`src/hw/rtl/lgts_ram.sv`:
```
// -----------------------------------------------------------------------------
// Generic single-port-write RAM
// One write port and one read port with registered read data.
// -----------------------------------------------------------------------------
`default_nettype none

module lgts_ram #(
	parameter int WIDTH = 8,
	parameter int DEPTH = 16
) (
	input  wire logic                     clk,
	input  wire logic                     we,
	input  wire logic [$clog2(DEPTH)-1:0] waddr,
	input  wire logic [WIDTH-1:0]         wdata,
	input  wire logic                     re,
	input  wire logic [$clog2(DEPTH)-1:0] raddr,
	output logic      [WIDTH-1:0]         rdata
);

	logic [WIDTH-1:0] mem [DEPTH];

	always_ff @(posedge clk) begin
		if (we) begin
			mem[waddr] <= wdata;
		end
		if (re) begin
			rdata <= mem[raddr];
		end
	end

endmodule

`default_nettype wire

```
`config.mk`:
```
export PLATFORM = sky130hd
export DESIGN_NAME = lgts_ram
export DESIGN_NICKNAME = d
export VERILOG_FILES = /design/src/hw/rtl/lgts_ram.sv
export SDC_FILE = /design/constraint.sdc
export NUM_CORES = 1
export LEC_CHECK = 0
export BUFFER_PORTS_ARGS = -buffer_cell sky130_fd_sc_hd__buf_4
export CORE_MARGIN = 5
export CORE_UTILIZATION = 60
export CTS_CLUSTER_SIZE = 14
export DETAILED_ROUTE_END_ITERATION = 6
export PLACE_DENSITY = 0.78
export SKIP_CTS_REPAIR_TIMING = 1
export SLEW_MARGIN = 40
export SYNTH_ARGS = -nofsm -noshare
export SYNTH_HDL_FRONTEND = slang
export SYNTH_SLANG_ARGS = --single-unit
```
`constraint.sdc`:
```
create_clock -name clk -period 2.4 [get_ports clk]
set_input_delay 0.24 -clock clk [delete_from_list [all_inputs] [get_ports clk]]
set_output_delay 0.24 -clock clk [all_outputs]
set_load 0.01 [all_outputs]
```
# [After elaboration in Yosys (flattened, before gate mapping)]
# Memories as Yosys holds them, arrays and structs flattened. A register that Yosys moved wholly into a read port is not among the register bits.
# Index checks and enable logic that the tools add are counted.
# W data, S select, Z words.
[word_totals] output_inout_bits=8 inputBits=19 ff_bits=0 ramBits=128 wordCells=3 mem_count=1
[op_classes] mux=2
[mem_list] name="mem" depth=16 word_bits=8 rd=1 rd_clocked_by_memory_dff=1 wr=1 line_no="20" text="logic [WIDTH-1:0] mem [DEPTH];"
[op_table] cell="$mux W1" count=2

# [Longest topological paths before layout]
[depth] ltp_word=2 mapped_depth=5 depth_no_buf=3

# [Worst setup path before layout]
# Ideal clock, no wire load.
[synth_timing] path_kind="input to register" start="input waddr[2]" end="memory mem[0][0], enable pin" n_path_buf=0 setup_ns=0.383 required_time_ns=2.017 arrival_time_ns=1.350 path_slack_ns=0.667 stages=2 path_cell_list="or3b_2 > nor3_1"
[synth_rtl] element="start: declaration" line_no="13" text="input wire logic [$clog2(DEPTH)-1:0] waddr,"
[synth_rtl] element="end: declaration" line_no="20"
# Straight into the memory's write port.

==> impl_metrics.env <==
export IMPL_p_leak_nw=2.10
export IMPL_synth_xor_area_share_pct=0
export IMPL_die_y_um=103
export IMPL_numCtsBuffers=17
export IMPL_path_max_fanout=1
export IMPL_port_buffer_count=26
export IMPL_hold_depth=1
export IMPL_synth_top_family_by_area="multiplexers"
export IMPL_clock_skew_final_ns=0.00552
export IMPL_finalSetupViolations=0
export IMPL_place_area_um2=5610
export IMPL_clk_latency_ns=0.51
export IMPL_yosysWarnings=0
export IMPL_path_clk_slew_ns=0.06
export IMPL_io_pins=27
export IMPL_dp_hpwl_um=6100
export IMPL_power_switching_mw=1.13
export IMPL_rsz0062_at_grt="no"
export IMPL_antenna_left=0
export IMPL_wire_per_inst_um=24.7
export IMPL_p_per_area_nw_per_um2=886
export IMPL_status="finished clean"
export IMPL_netlist_area_um2=5230
export IMPL_cts_tree="yes"
export IMPL_setup_ws_ns=0.824
export IMPL_final_common_cell="edfxtp_1"
export IMPL_start_util_pct=60.8
export IMPL_syn_avg_cell_area_um2=22.8
export IMPL_finalPower_mw=5.51
export IMPL_synth_nets=248
export IMPL_crit_type="flip-flop to flip-flop"
export IMPL_final_area_um2=6220
export IMPL_coreArea_um2=8590
export IMPL_clock_path_buffers=2
export IMPL_first_iter_violations=180
export IMPL_netlist_instances=229
export IMPL_synthAdderAreaFrac_pct=0
export IMPL_slew_violations=0
export IMPL_synth_seq_cells=136
export IMPL_vias_per_cell=6.33
export IMPL_post_route_util_pct=72.3
export IMPL_dp_slack_ns=0.417
export IMPL_r2r_cells=3
export IMPL_vdd_drop_max_mv=0.521
export IMPL_muxShareOfSynthArea_pct=14.8
export IMPL_combPwrFrac_pct=4.7
export IMPL_cp_end_kind="flip-flop"
export IMPL_start_kind="flip-flop"
export IMPL_slew_headroom_pct=50.1
export IMPL_yosysSeqAreaShare_pct=78.1
export IMPL_p_clk_share_pct=46.4
export IMPL_dieArea_um2=10700
export IMPL_wirelength_um=9990
export IMPL_via_count=2564
export IMPL_hp_class="primary input to flip-flop"
export IMPL_drc_errors=0
export IMPL_cp_arrival_ns=1.83
export IMPL_tightest_slew_ns=0.746
export IMPL_critPathRequiredTime_ns=2.65
export IMPL_clkSinkCount=136
export IMPL_p_seq_share_pct=48.9
export IMPL_p_int_mw=4.38
export IMPL_grt_ovfl_total=0
export IMPL_die_w_um=103
export IMPL_cts_root_buffer_cell="clkbuf_8"
export IMPL_first_global_vias=2695
export IMPL_fin_crit_sh_pct=65.7
export IMPL_grt_pass1_wl_um=15500
export IMPL_min_period_ns=1.58
export IMPL_ys_types=18
export IMPL_grtUsageTotal_pct=21.1
export IMPL_num_rows=34
export IMPL_nets=303
export IMPL_gp_congestion=0.779
export IMPL_maxCapViolCount=0
export IMPL_final_hold_viol_count=0
export IMPL_fmax_mhz=634
export IMPL_antennaDiodeCount=0
export IMPL_p_sw_share_pct=20.5
export IMPL_mostFrequentLayoutCells="136 x edfxtp_1, 45 x buf_4, 18 x mux4_2"
export IMPL_grt_max_degree=33
export IMPL_dr_pass1_iters=5
export IMPL_drive_above_1_share_pct=32.0
export IMPL_fin_tns_setup_ns=0
export IMPL_htree_levels=4
export IMPL_synth_compound_area_share_pct=2.30
export IMPL_grt_antenna_before_repair=0
export IMPL_area_delta_synth_final_pct=18.9
export IMPL_synthSimpleGateAreaFrac_pct=3.14
==> critical path, stage by stage, from the launching register on <==
cell and delay [ns]:
edfxtp_1 0.39, mux4_2 0.48, a22oi_1 0.36, nand2_1 0.09
==> per-stage QoR <==
| step | cells | hold WS [ns] |
|---|---|---|
| final | 405 | 0.0402 |
| after global routing | 405 | 0.0250 |
| after CTS | 404 | 0.00910 |
| after detailed placement | 372 | 0.541 |
| after global placement | 372 | 0.537 |
| after floorplan | 229 | 0.339 |
==> final timing paths <==
path,from,endpoint,slack (ns)
min,wdata[4],mem[5][4],0.04
min reg2reg,mem[14][4],rdata[4],0.75
max,mem[3][7],rdata[7],0.82
max reg2reg,mem[3][7],rdata[7],0.82
==> area by class of cell <==
class / instances / area [um2]
Clock buffer: 18 / 418
Tap cell: 108 / 135
Sequential cell: 136 / 4080
Clock inverter: 14 / 174
Multi-Input combinational cell: 83 / 1060
Timing Repair Buffer: 46 / 348
Fill cell: 490 / 2380
==> Yosys cell counts <==
cell type	number	area (um2)
nor2b_1	1	6.26
clkdlybuf4s25_2	3	30.0
nor2_1	13	48.8
and2b_1	1	7.51
mux4_1	14	368
nand3b_1	2	15.0
mux4_2	18	405
nand2b_1	2	12.5
buf_4	1	7.51
nor3_1	4	20.0
and2_1	1	6.26
edfxtp_1	136	4080
nand2_1	9	33.8
buf_6	3	33.8
nand3_1	1	5.00
or3b_2	1	8.76
buf_2	3	15.0
a22oi_1	16	120
==> metal layers <==
layer | vias to the layer above | wire length (um) | track usage [%]
met5 | - | 0 | 0
met4 | 0 | 200 | 7.07
met3 | 20 | 813 | 6.37
met2 | 140 | 5140 | 33.7
met1 | 1316 | 3840 | 28.2
li1 | 1088 | - | -
==> kinds of logic after synthesis <==
group / Yosys count
AOI/OAI and AO/OA: 16
muxes: 32
DFF: 136
buffers and inverters: 10
and+or+nand+nor: 35
==> registers in the layout, summed over array words and instances, names as in the netlist <==
signal,flops
mem,128
rdata,8
==> power groups by stage <==
| stage | clock network, mW | registers, mW | logic, mW |
|---|---|---|---|
| floorplan | 0 | 2.74 | 0.135 |
| global placement | 0 | 2.74 | 0.247 |
| detailed placement | 0 | 2.74 | 0.257 |
| CTS | 2.58 | 2.69 | 0.261 |
| global route | 2.71 | 2.69 | 0.281 |
| finish | 2.56 | 2.69 | 0.259 |
Power figures use the tool's default switching activity.
