$ cat src/hw/rtl/lgts_pkg.sv
// -----------------------------------------------------------------------------
// LDA Gibbs token sampler package
// Payload types, fixed arithmetic widths and register codes shared by the
// sampler modules.
// -----------------------------------------------------------------------------
`default_nettype none

package lgts_pkg;

	// Count store widths
	localparam int WC_W = 24;
	localparam int TT_W = 32;
	localparam int DC_W = 16;

	// Fixed point datapath widths
	localparam int FAC_W = 24;   // word factor, Q8.16, saturating
	localparam int NUM_W = 41;   // word count in Q.16 plus beta
	localparam int DEN_W = 49;   // topic total in Q.16 plus vocab times beta
	localparam int DOCF_W = 33;  // doc count in Q.16 plus alpha
	localparam int WGT_W = 41;   // one topic weight
	localparam int PRM_W = 24;   // alpha and beta
	localparam int VOC_W = 13;
	localparam int TOP_W = 7;

	// Configuration register indexes
	localparam int CFG_IDX_W = 2;
	localparam logic [CFG_IDX_W-1:0] CFG_ALPHA  = 2'd0;
	localparam logic [CFG_IDX_W-1:0] CFG_BETA   = 2'd1;
	localparam logic [CFG_IDX_W-1:0] CFG_VOCAB  = 2'd2;
	localparam logic [CFG_IDX_W-1:0] CFG_TOPICS = 2'd3;

	localparam logic [PRM_W-1:0] ALPHA_RST  = 24'd6554;
	localparam logic [PRM_W-1:0] BETA_RST   = 24'd6554;
	localparam logic [VOC_W-1:0] VOCAB_RST  = 13'd4096;
	localparam logic [TOP_W-1:0] TOPICS_RST = 7'd64;

	// Item actions
	localparam logic ACT_ASSIGN   = 1'b0;
	localparam logic ACT_RESAMPLE = 1'b1;

	typedef struct packed {
		logic        action;
		logic [11:0] word;
		logic [9:0]  doc;
		logic [5:0]  current_topic;
		logic [15:0] random_fraction;
	} item_t;

	typedef struct packed {
		logic [5:0] drawn_topic;
		logic       count_underflow;
	} result_t;

endpackage

`default_nettype wire

$ cat src/hw/rtl/lgts_div.sv
// -----------------------------------------------------------------------------
// Word factor divider
// Restoring divider giving one quotient bit per cycle of the saturating
// Q8.16 factor (num << 16) / den.
// -----------------------------------------------------------------------------
`default_nettype none

module lgts_div (
	input  wire logic                       clk,
	input  wire logic                       arst_n,
	input  wire logic                       start,
	input  wire logic [lgts_pkg::NUM_W-1:0] num,
	input  wire logic [lgts_pkg::DEN_W-1:0] den,
	output logic                            done,
	output logic      [lgts_pkg::FAC_W-1:0] quo
);

	logic                       busy_q;
	logic                       done_q;
	logic [4:0]                 cnt_q;
	logic [lgts_pkg::DEN_W-1:0] rem_q;
	logic [lgts_pkg::DEN_W-1:0] den_q;
	logic [lgts_pkg::FAC_W-1:0] lo_q;
	logic [lgts_pkg::FAC_W-1:0] quo_q;
	logic [lgts_pkg::DEN_W:0]   trial;
	logic                       fits;

	assign trial = {rem_q, lo_q[lgts_pkg::FAC_W-1]};
	assign fits  = (trial >= {1'b0, den_q});

	always_ff @(posedge clk or negedge arst_n) begin
		if (!arst_n) begin
			busy_q <= 1'b0;
			done_q <= 1'b0;
			cnt_q  <= '0;
		end else begin
			done_q <= 1'b0;
			if (start) begin
				if (den == '0) begin
					done_q <= 1'b1;
				end else if (lgts_pkg::DEN_W'(num >> 8) >= den) begin
					// The quotient would not fit in 24 bits.
					done_q <= 1'b1;
				end else begin
					busy_q <= 1'b1;
					cnt_q  <= 5'(lgts_pkg::FAC_W - 1);
				end
			end else if (busy_q) begin
				cnt_q <= cnt_q - 5'd1;
				if (cnt_q == '0) begin
					busy_q <= 1'b0;
					done_q <= 1'b1;
				end
			end
		end
	end

	always_ff @(posedge clk) begin
		if (start) begin
			den_q <= den;
			rem_q <= lgts_pkg::DEN_W'(num >> 8);
			lo_q  <= {num[7:0], 16'h0000};
			if (den == '0) begin
				quo_q <= '0;
			end else begin
				quo_q <= '1;
			end
		end else if (busy_q) begin
			lo_q <= {lo_q[lgts_pkg::FAC_W-2:0], 1'b0};
			if (fits) begin
				rem_q <= lgts_pkg::DEN_W'(trial - {1'b0, den_q});
				quo_q <= {quo_q[lgts_pkg::FAC_W-2:0], 1'b1};
			end else begin
				rem_q <= trial[lgts_pkg::DEN_W-1:0];
				quo_q <= {quo_q[lgts_pkg::FAC_W-2:0], 1'b0};
			end
		end
	end

	assign done = done_q;
	assign quo  = quo_q;

endmodule

`default_nettype wire

$ cat config.mk
export PLATFORM = sky130hd
export DESIGN_NAME = lgts_div
export DESIGN_NICKNAME = d
export VERILOG_FILES = /design/src/hw/rtl/lgts_pkg.sv /design/src/hw/rtl/lgts_div.sv
export SDC_FILE = /design/constraint.sdc
export NUM_CORES = 1
export LEC_CHECK = 0
export ABC_AREA = 1
export BUFFER_PORTS_ARGS = -buffer_cell sky130_fd_sc_hd__clkbuf_2
export CAP_MARGIN = 20
export CORE_MARGIN = 3
export CORE_UTILIZATION = 35
export CTS_BUF_LIST = sky130_fd_sc_hd__clkbuf_2 sky130_fd_sc_hd__clkbuf_4 sky130_fd_sc_hd__clkbuf_8
export CTS_CLUSTER_SIZE = 30
export DETAILED_ROUTE_END_ITERATION = 16
export SYNTH_ARGS = -nofsm -noshare
export SYNTH_HDL_FRONTEND = slang
export SYNTH_SLANG_ARGS = --single-unit
$ cat constraint.sdc
create_clock -name clk -period 7.25 [get_ports clk]
set_input_delay 1.45 -clock clk [delete_from_list [all_inputs] [get_ports clk]]
set_output_delay 1.45 -clock clk [all_outputs]
set_load 0.03 [all_outputs]
## After elaboration in Yosys (flattened, before gate mapping)

Cells that the tools add are included.
W data, S select, Z words.

| operators by class | value |
|---|---|
| multiplexer cells | 23 |
| magnitude comparators | 2 |
| eq/ne operators | 2 |
| reductions and logical operators | 5 |
| add/sub/neg operators | 2 |

Operators with widths:

| cell | count |
|---|---|
| $mux W24 | 5 |
| $mux W33 | 2 |
| $ge A50 B49 Y1 | 1 |
| $ge A33 B49 Y1 | 1 |
| $logic_not A49 Y1 | 1 |
| $mux W49 | 1 |
| $sub A49 B49 Y49 | 1 |
| $mux W5 | 4 |
| $mux W1 | 11 |
| $logic_not A5 Y1 | 1 |
| $sub A5 B1 Y5 const B | 1 |
| $ne A2 B2 Y1 const B | 2 |
| $reduce_and A3 Y1 | 1 |
| $reduce_and A2 Y1 | 1 |
| $reduce_bool A2 Y1 | 1 |

| storage, ports and cells | value |
|---|---|
| flip-flop bits (word level) | 137 |
| word-level logic and storage cells | 42 |
| input port bits | 93 |

## Longest topological paths before layout

Gate-level depths: netlist (run 1).

| logic depth | value |
|---|---|
| word-level depth | 4 |
| depth in mapped cells | 16 |
| mapped depth without buffers | 16 |

## Least setup slack after synthesis (run 1)

Ideal clock, no wire load.

| timing | value |
|---|---|
| path kind | input to register |
| start | input port start |
| end | register cnt_q[3] |
| buffers on the path | 1 |
| data arrival time | 3.691 ns |
| required time | 7.133 ns |
| slack | 3.442 ns |
| stages on the path | 8 |
| library setup time | 0.117 ns |
| cells stage by stage | clkbuf_1 -> nor2_1 -> inv_1 -> nand2_1 -> inv_1 -> nand2_1 -> nand2_1 -> nand2_1 |

| between the ends | value |
|---|---|
| longest elaborated chain between the ends | 2 |
| elaborated cells on any way between the ends | 5 |
| those cells by class | 2 x eq/ne; 1 x mux; 2 x reduce/logical |

Ends and longest elaborated chain:

| item | RTL line | source |
|---|---|---|
| start: declaration | lgts_div.sv:11 | `input wire logic start,` |
| $ne A2 B2 Y1 (no line) or $reduce_bool A2 Y1 (tied branches) | - |  |
| $reduce_and A3 Y1 (no line) | - |  |
| end signal: assignment | lgts_div.sv:46 | `cnt_q <= 5'(lgts_pkg::FAC_W - 1);` |
| end signal: assignment | lgts_div.sv:49 | `cnt_q <= cnt_q - 5'd1;` |
| end: declaration | lgts_div.sv:20 | `logic [4:0] cnt_q;` |

Several ways; a longest one is shown, not always the timed one.
A chain may end at the register's enable or synchronous reset.

## Worst setup path in the final report (run 1)

| timing | value |
|---|---|
| start | input port den[4] in the netlist's numbering |
| end | register quo_q (netlist bit quo[0]) (data pin) |

| between the ends | value |
|---|---|
| longest elaborated chain between the ends | 3 |

Ends and longest elaborated chain:

| item | RTL line | source |
|---|---|---|
| start: declaration | lgts_div.sv:13 | `input wire logic [lgts_pkg::DEN_W-1:0] den,` |
| $logic_not A49 Y1 | lgts_div.sv:63 | `if (den == '0) begin` |
| $mux W24 | lgts_div.sv:63 |  |
| $mux W24 | lgts_div.sv:59 | `if (start) begin` |
| end signal: assignment | lgts_div.sv:72 | `quo_q <= {quo_q[lgts_pkg::FAC_W-2:0], 1'b1};` |
| end signal: assignment | lgts_div.sv:75 | `quo_q <= {quo_q[lgts_pkg::FAC_W-2:0], 1'b0};` |
| end: declaration | lgts_div.sv:24 | `logic [lgts_pkg::FAC_W-1:0] quo_q;` |

No other way between the ends.

==> results of run 1 <==
==> cells in the mapped netlist, drive strengths merged, types with 11 or more instances <==
cell    instances
buf            24
nand2         665
nand3         132
edfxtp        114
dfxtp          16
nor2          128
inv           381
xnor2          22
a21oi          41
nor3           11
nand4          80
ha             84
clkbuf         13
==> power groups by stage <==
stage / clock network (W) / logic (W) / registers (W)
6_report: 0.000711 / 0.00227 / 0.00113
2_1_floorplan: 0 / 0.00167 / 0.00114
3_3_place_gp: 0 / 0.00223 / 0.00114
5_1_grt: 0.000763 / 0.00258 / 0.00114
3_5_place_dp: 0 / 0.00226 / 0.00114
4_1_cts: 0.000728 / 0.00227 / 0.00112
==> metrics by stage <==
step	total power [W]	instance area (µm²)	hold slack, ps	worst slack [ps]	utilization, %
4_1_cts	0.00413	13000	478	3970	40.6
3_3_place_gp	0.00337	12600	461	3510	39.2
2_1_floorplan	0.00280	11600	445	3440	-
6_report	0.00411	13000	476	3960	40.6
5_1_grt	0.00448	13000	492	3710	40.6
3_5_place_dp	0.00340	12600	464	3450	39.2
==> area by class of cell <==
class	count	area share, %
Tap cell	435	4.19
Sequential cell	137	30.1
Multi-Input combinational cell	1199	46.2
Timing Repair Buffer	126	5.04
Clock inverter	14	1.50
Inverter	382	11.0
Clock buffer	18	1.86
==> registers in the layout, indices dropped and copies added, names as in the netlist <==
name and flops:
busy_q 1, cnt_q 5, den_q 49, done 1, lo_q 8, quo 24
rem_q 49
==> critical path: stages <==
cell	delay (ps)
clkbuf_2	100
nor4_1	350
nand3_1	280
nor2_1	350
and2_1	190
or2_1	620
nand2_1	130
==> cell families (layout without fill, tap and decap cells) <==
| group | Yosys count | count (layout) | share of synthesized area [%] |
|---|---|---|---|
| AOI/OAI and AO/OA | 58 | 58 | 2.77 |
| xor gates and xnor gates | 23 | 23 | 1.74 |
| adders and majority gates | 85 | 85 | 9.25 |
| buffers and inverters | 419 | 540 | 14.3 |
| DFF | 137 | 137 | 33.8 |
| and+or+nand+nor | 1033 | 1033 | 38.2 |
==> per-layer routing <==
metal,up-vias,global-route usage (%),routed length [µm]
li1,5690,-,-
met5,-,0,0
met1,4922,25.4,15700
met2,262,32.4,15900
met3,43,3.44,1730
met4,0,6.00,801
==> worst min-delay path by stage <==
| stage | slack (ps) | start | endpoint |
|---|---|---|---|
| 2_1_floorplan | 440 | rem_q[48]$_SDFFE_PP0P_ | rem_q[48]$_SDFFE_PP0P_ |
| 3_5_place_dp | 460 | rem_q[37]$_SDFFE_PP0P_ | rem_q[37]$_SDFFE_PP0P_ |
| 3_3_place_gp | 460 | rem_q[38]$_SDFFE_PP0P_ | rem_q[38]$_SDFFE_PP0P_ |
| 6_report | 480 | rem_q[33]$_SDFFE_PP0P_ | rem_q[33]$_SDFFE_PP0P_ |
| 4_1_cts | 480 | rem_q[34]$_SDFFE_PP0P_ | rem_q[34]$_SDFFE_PP0P_ |
| 5_1_grt | 490 | rem_q[34]$_SDFFE_PP0P_ | rem_q[34]$_SDFFE_PP0P_ |
==> results.cfg, run 1 <==
[grt]
grt_pass1_vias = 10500
grt_overflow = 0
grt_pass1_wl_mm = 54.8
grt_max_degree = 73
grt_usage_pct = 19.3
antenna_found_initial = 0

[setup_path]
end_kind = flip-flop
crit_fanout = 24
r2r_setup_slack_ps = 4110
r2r_end = rem_q[28]$_DFFE_PP_
startpoint = den[4]
required_ps = 7440
r2r-start = rem_q[6]$_DFFE_PP_
critPathKind = in2reg
critPathLaunchType = input pin
rr_worst_depth = 13
crit_end = quo[0]$_DFFE_PP_
crit_arrival_ps = 3480

[routing]
via_per_inst = 4.72
wire_per_inst_um = 14.7
routed_wl_mm = 34.1
ant_nets = 0
drcViolationCount = 0
drtIter0Drc = 667
drtPass1Iterations = 5
num_vias = 10900

[sta]
hold_viol_final = 0
skew_ps = 14.7
max_clock_freq_mhz = 304
finalSetupTns_ps = 0
relSlewSlack_pct = 37.9
setup_viol = 0
drv_slew = 0
tightest_slew_ps = 931
post-route-min-period_ps = 3290
period_share_pct = 45.4
rsz0062_at_grt = no

[cells_and_area]
fillers = 3472
seqCellArea_mm2 = 0.00392
antenna_cells = 0
syn_to_final_growth_pct = 12.3
multiInputGateArea_mm2 = 0.00601
layout_common_cells = 656 x nand2_1, 365 x inv_1, 131 x nand3_1
instances_no_fill = 2311
fin_nets = 2041
final_common_cell = nand2_1
drive_gt1_share_pct = 10.9

[place]
dp_cells = 2279
numPortBuffers = 117
gp_congestion = 0.963
hpwl_mm = 27.3

[logic_synthesis]
syn_area_mm2 = 0.0116
synth_nets = 1933
ys_ff_latch = 137
synthCells = 1755
synth_top_area_share_pct = 29.6
synth_edf_count = 114
ys_top_cells_by_area = edfxtp_1 30%, nand2_1 21%, inv_1 12%
async_flop_share_pct = 5.11
avgSynthCellArea_um2 = 6.60
yosys.area.top_type = edfxtp_1
synth_flop_cell = edfxtp_1
seq_area_frac_synth_pct = 33.8
yosys_warnings = 0
synth_cell_types = 40

[floorplanning]
core.rowCount = 65
initial_core_util_pct = 36.1
io-pin-count = 118
coreArea_mm2 = 0.0320
chipHeight_um = 188
die-area_mm2 = 0.0353
fp.dieW_um = 188

[pwr]
power_switching_w = 0.00194
p_leak_nw = 7.14
ir_worst_vdd_mv = 0.151
swShare_pct = 47.3
power_frac_seq_pct = 27.4
p_int_w = 0.00217
cellPowerDensity_mw_per_mm2 = 316
pwr-share-comb_pct = 55.3
power_frac_clock_pct = 17.3

[clock_tree]
numCtsBuffers = 17
cts-resized-gates = 0
ctsHoldBuffers = 0
h-tree-depth = 4
worst_skew_pair.late_latency_ps = 470
cts_root_buf = clkbuf_8
cts_tree = built
cts_num_sinks = 137
postCtsSetupBuffers = 0
cts_max_path_buffers = 2
path_clk_slew_ps = 80

[job]
drv_cap = 0

[run_status]
status = complete, no violations

[min_path]
hold_class = reg2reg
holdPathStages = 2
No activity file was read; power rests on OpenSTA's default activity.
==> run 2, diff against run 1 <==
Clock period 7.25 ns to 3.4 ns, I/O delays scaled along.
==> run 2 against run 1 <==
Worst hold slack got worse by 71 ps; worst setup slack lost 3400 ps; combinational power is 110% higher; flip-flop and latch count unchanged; sequential share of layout area decreased by 0.069 points; clock skew about the same; core utilization is 0.094 points higher; critical path type is now reg2reg; critical endpoint is now rem_q[0]$_DFFE_PP_; largest cell class unchanged; highest routed layer unchanged.
==> results.cfg, run 2 (synthesized netlist as in run 1, its figures left out) <==
[sta]
drv_slew = 0
finalSetupTns_ps = 0
fin_ws_ps = 591
setup_viol = 0
rsz0062_at_grt = no
relSlewSlack_pct = 56.7
post-route-min-period_ps = 2810
skew_ps = 14.9
tightest_slew_ps = 649
period_share_pct = 82.6
max_clock_freq_mhz = 356
hold_viol_final = 0

[clock_tree]
cts_num_sinks = 137
cts_max_path_buffers = 2
h-tree-depth = 4
worst_skew_pair.late_latency_ps = 470
cts_root_buf = clkbuf_8
postCtsSetupBuffers = 0
path_clk_slew_ps = 90
numCtsBuffers = 17
cts_tree = built

[grt]
grt_max_degree = 59
grt_overflow = 0
antenna_found_initial = 0
grt_pass1_vias = 10700
grt_usage_pct = 19.1
grt_pass1_wl_mm = 54.3

[setup_path]
r2r_end = rem_q[0]$_DFFE_PP_
critPathBufInv = 3
rr_worst_depth = 14
end_kind = flip-flop
crit_arrival_ps = 3020
r2r_setup_slack_ps = 590
crit_fanout = 49
required_ps = 3610
critPathMostFrequentCell = nand2_1
crit_slowest_cell = buf_4
path_delay_family = simple AND/OR/NAND/NOR gates
max_stage_delay_ps = 470
startpoint = rem_q[30]$_DFFE_PP_
r2r-start = rem_q[30]$_DFFE_PP_
crit_chain = ha_1, nand2_1, nand2_1, nand2_1, nand2_1, inv_1, nand2_1, clkinv_1, nand2_1, a21oi_4, buf_4, nand4_1, nand3_1, o21ai_1
critPathKind = reg2reg
critPathLaunchType = flip-flop

[cells_and_area]
fin_nets = 2048
final_common_cell = nand2_1
multiInputGateArea_mm2 = 0.00601
layout_common_cells = 656 x nand2_1, 365 x inv_1, 131 x nand3_1
drive_gt1_share_pct = 11.2
antenna_cells = 0
seqCellArea_mm2 = 0.00392
syn_to_final_growth_pct = 12.5
fillers = 3503

[routing]
drtIter0Drc = 793
routed_wl_mm = 33.5
via_per_inst = 4.70
drcViolationCount = 0
ant_nets = 0
drtPass1Iterations = 5
wire_per_inst_um = 14.5
num_vias = 10900

[floorplanning]
initial_core_util_pct = 36.1
io-pin-count = 118
core.rowCount = 65
die-area_mm2 = 0.0353
coreArea_mm2 = 0.0320
fp.dieW_um = 188
chipHeight_um = 188

[min_path]
hold_class = in2reg
whs_endpoint = den_q[8]$_DFFE_PP_
hp-start = den[8]
holdPathStages = 1

[run_status]
status = complete, no violations

[place]
gp_congestion = 0.987
dp_worst_setup_slack_ps = 579
numPortBuffers = 117
hpwl_mm = 27.5

[pwr]
power_switching_w = 0.00411
pwr-share-comb_pct = 56.1
cellPowerDensity_mw_per_mm2 = 664
swShare_pct = 47.5
power_frac_seq_pct = 27.8
power_frac_clock_pct = 16.1
p_leak_nw = 7.17
p_int_w = 0.00454
ir_worst_vdd_mv = 0.310

[job]
drv_cap = 0
[run 2: cell count changes in the layout (fill, tap and decap cells not counted), sizes merged]
cell         previous run  this run
buf                    10        16
bufinv                  4         2
clkinvlp                4         2
clkinv                  4         7
dlygate4sd3             0         1
inv                   384       382
clkbuf                134       137
[run 2: how the worst max path moves through the flow]
| stage | slack (ps) | to | depth (start not counted) |
|---|---|---|---|
| finish | 590 | rem_q[0]$_DFFE_PP_ | 14 |
| floorplan | 360 | cnt_q[3]$_DFFE_PN0P_ | 8 |
| global placement | 650 | quo[20]$_DFFE_PP_ | 8 |
| detailed placement | 580 | cnt_q[1]$_DFFE_PN0P_ | 15 |
| global route | 380 | rem_q[18]$_DFFE_PP_ | 14 |
| CTS | 600 | rem_q[29]$_DFFE_PP_ | 14 |
[run 2: power groups by stage]
stage	clock network (W)	registers, W	logic [W]
global route	0.00149	0.00245	0.00551
finish	0.00140	0.00240	0.00485
floorplan	0	0.00242	0.00356
CTS	0.00144	0.00240	0.00485
global placement	0	0.00243	0.00480
detailed placement	0	0.00243	0.00483
[run 2: timing repair]
item,in CTS,in global routing
gates resized for setup,0,0
hold buffers,1,0
endpoints found under the hold margin,7,0
[run 2: metal layers]
layer | track usage (%) | vias up | routed length (µm)
met5 | 0 | - | 0
met1 | 24.8 | 4898 | 15400
met2 | 32.8 | 245 | 15900
met4 | 5.74 | 0 | 719
li1 | - | 5701 | -
met3 | 3.10 | 47 | 1460
[run 2: area by class of cell]
class                      instances  area share, %
clock buffer                      21           2.12
clock inverter                    11          0.941
inverter                         382           11.0
multi-input combinational       1199           46.1
sequential                       137           30.1
tap                              435           4.18
timing repair buffer             133           5.55
[run 2: per-stage QoR]
step / cell area, µm² / hold slack (ps) / power [W] / util (%) / std cells
finish: 13000 / 404 / 0.00865 / 40.7 / 2318
global route: 13000 / 371 / 0.00945 / 40.7 / 2318
CTS: 13000 / 359 / 0.00869 / 40.7 / 2318
detailed placement: 12600 / 466 / 0.00726 / 39.4 / 2285
global placement: 12600 / 463 / 0.00723 / 39.4 / 2285
floorplan: 11600 / 384 / 0.00598 / - / 1755
==> run 3, diff against run 2 <==
Clock period 3.4 ns to 2.6 ns, I/O delays scaled along.
==> run 3 against run 2 <==
Final area up 5.2%; via count up 3.5%; core utilization up 2.1 points; fmax up 15%; clock power up 32%; global-route usage up 1.3 points; sequential power up 32%; combinational power up 51%; die area unchanged; sequential share of layout area down 1.5 points; non-clock buffer count up 50; clock skew down 0.63 ps; critical path type unchanged.
==> results.cfg, run 3 (synthesized netlist as in run 1, its figures left out) <==
[run_status]
status = complete, no violations

[setup_path]
r2r-start = rem_q[28]$_DFFE_PP_
critPathLaunchType = flip-flop
required_ps = 2820
crit_end = rem_q[12]$_DFFE_PP_
critPathKind = reg2reg
end_kind = flip-flop
crit_fanout = 23
startpoint = rem_q[28]$_DFFE_PP_
crit_arrival_ps = 2670
r2r_end = rem_q[12]$_DFFE_PP_
rr_worst_depth = 14
r2r_setup_slack_ps = 150

[floorplanning]
die-area_mm2 = 0.0353
coreArea_mm2 = 0.0320
io-pin-count = 118
initial_core_util_pct = 36.1
chipHeight_um = 188
core.rowCount = 65
fp.dieW_um = 188

[cells_and_area]
antenna_cells = 0
layout_common_cells = 639 x nand2_1, 364 x inv_1, 127 x nand3_1
drive_gt1_share_pct = 15.7
fin_nets = 2098
final_area_mm2 = 0.0137
fillers = 3431
final_common_cell = nand2_1
syn_to_final_growth_pct = 18.4

[grt]
grt_pass1_vias = 11100
grt_usage_pct = 20.4
grt_pass1_wl_mm = 57.7
antenna_found_initial = 0
grt_max_degree = 80
grt_overflow = 0

[clock_tree]
worst_skew_pair.late_latency_ps = 470
h-tree-depth = 4
numCtsBuffers = 17
path_clk_slew_ps = 90
cts_tree = built
cts_num_sinks = 137
cts_max_path_buffers = 2
cts_root_buf = clkbuf_8

[sta]
setup_viol = 0
finalSetupTns_ps = 0
post-route-min-period_ps = 2450
relSlewSlack_pct = 59.9
tightest_slew_ps = 597
fin_ws_ps = 150
hold_viol_final = 0
max_clock_freq_mhz = 408
rsz0062_at_grt = yes
drv_slew = 0
period_share_pct = 94.2
skew_ps = 14.3

[place]
gp_congestion = 0.974
place_area_mm2 = 0.0130
numPortBuffers = 117
hpwl_mm = 29.2
dp_worst_setup_slack_ps = -120

[pwr]
total_power_w = 0.0123
cellPowerDensity_mw_per_mm2 = 899
p_int_w = 0.00648
power_frac_seq_pct = 25.7
p_leak_nw = 7.46
power_switching_w = 0.00585
ir_worst_vdd_mv = 0.421
power_frac_clock_pct = 15.0
swShare_pct = 47.4
pwr-share-comb_pct = 59.3

[job]
drv_cap = 0

[routing]
wire_per_inst_um = 15.0
drcViolationCount = 0
ant_nets = 0
num_vias = 11300
drtIter0Drc = 658
via_per_inst = 4.76
drtPass1Iterations = 5
routed_wl_mm = 35.6

[min_path]
holdPathStages = 1
hp-start = den[25]
hold_class = in2reg
-- run 3: cell count changes in the layout (fill, tap and decap cells not counted), moves of 6 or more --
cell | previous run | this run
ha_4 | 0 | 8
ha_1 | 84 | 76
nand2_2 | 9 | 24
nand2_1 | 656 | 639
nor2_2 | 8 | 15
nor2_1 | 114 | 106
buf_4 | 15 | 58
inv_6 | 0 | 6
-- run 3: metal layers --
| layer | wire length (µm) | part of all wire (%) | track usage [%] |
|---|---|---|---|
| met1 | 16600 | 47 | 27.1 |
| met3 | 1570 | 4.4 | 3.35 |
| met4 | 740 | 2.1 | 5.69 |
| met2 | 16700 | 47 | 34.4 |
| met5 | 0 | 0 | 0 |
-- run 3: how the worst min path moves through the flow --
stage,to,slack (ps)
floorplan,busy_q$_DFFE_PN0P_,220
global placement,done$_DFF_PN0_,370
detailed placement,done$_DFF_PN0_,370
CTS,den_q[25]$_DFFE_PP_,190
global route,den_q[25]$_DFFE_PP_,200
finish,den_q[25]$_DFFE_PP_,230
-- run 3: layout make-up --
| cell class | count | area [µm²] | area share [%] |
|---|---|---|---|
| clock inverters | 14 | 161 | 1.18 |
| well taps | 435 | 544 | 3.97 |
| repair buffers | 183 | 1160 | 8.45 |
| inverters | 382 | 1440 | 10.5 |
| multi-input cells | 1199 | 6250 | 45.6 |
| clock buffers | 18 | 241 | 1.76 |
| flip-flops and latches | 137 | 3920 | 28.6 |
-- run 3: repair_timing --
item	CTS	global route
hold buffers	1	0
gates resized for setup	6	48
buffers inserted	0	4
endpoints found under the setup margin	3	42
pin swaps	0	6
hold endpoints to repair	7	0
-- run 3: stage by stage --
step	instances	hold slack (ps)	util, %
2_1_floorplan	1755	224	-
3_3_place_gp	2331	371	40.6
3_5_place_dp	2331	370	40.6
4_1_cts	2364	195	42.0
5_1_grt	2368	204	42.8
6_report	2368	234	42.8
-- run 3: power groups by stage --
stage / Combinational [W] / Sequential [W] / Clock [W]
2_1_floorplan: 0.00466 / 0.00316 / 0
3_3_place_gp: 0.00683 / 0.00317 / 0
3_5_place_dp: 0.00686 / 0.00318 / 0
4_1_cts: 0.00694 / 0.00313 / 0.00189
5_1_grt: 0.00823 / 0.00322 / 0.00199
6_report: 0.00731 / 0.00317 / 0.00185
-- run 3: worst max-delay path, stage by stage (launching register included) --
cell      delay [ps]
edfxtp_1         410
ha_1             350
nand2_1          150
inv_1             50
nand2_1           60
nand2_1           70
nand2_1           60
nand2_1           80
clkinv_1          50
nand2_1          110
a21oi_4          280
buf_8            230
nand4_1          120
nand3_1          120
nand2_1           60
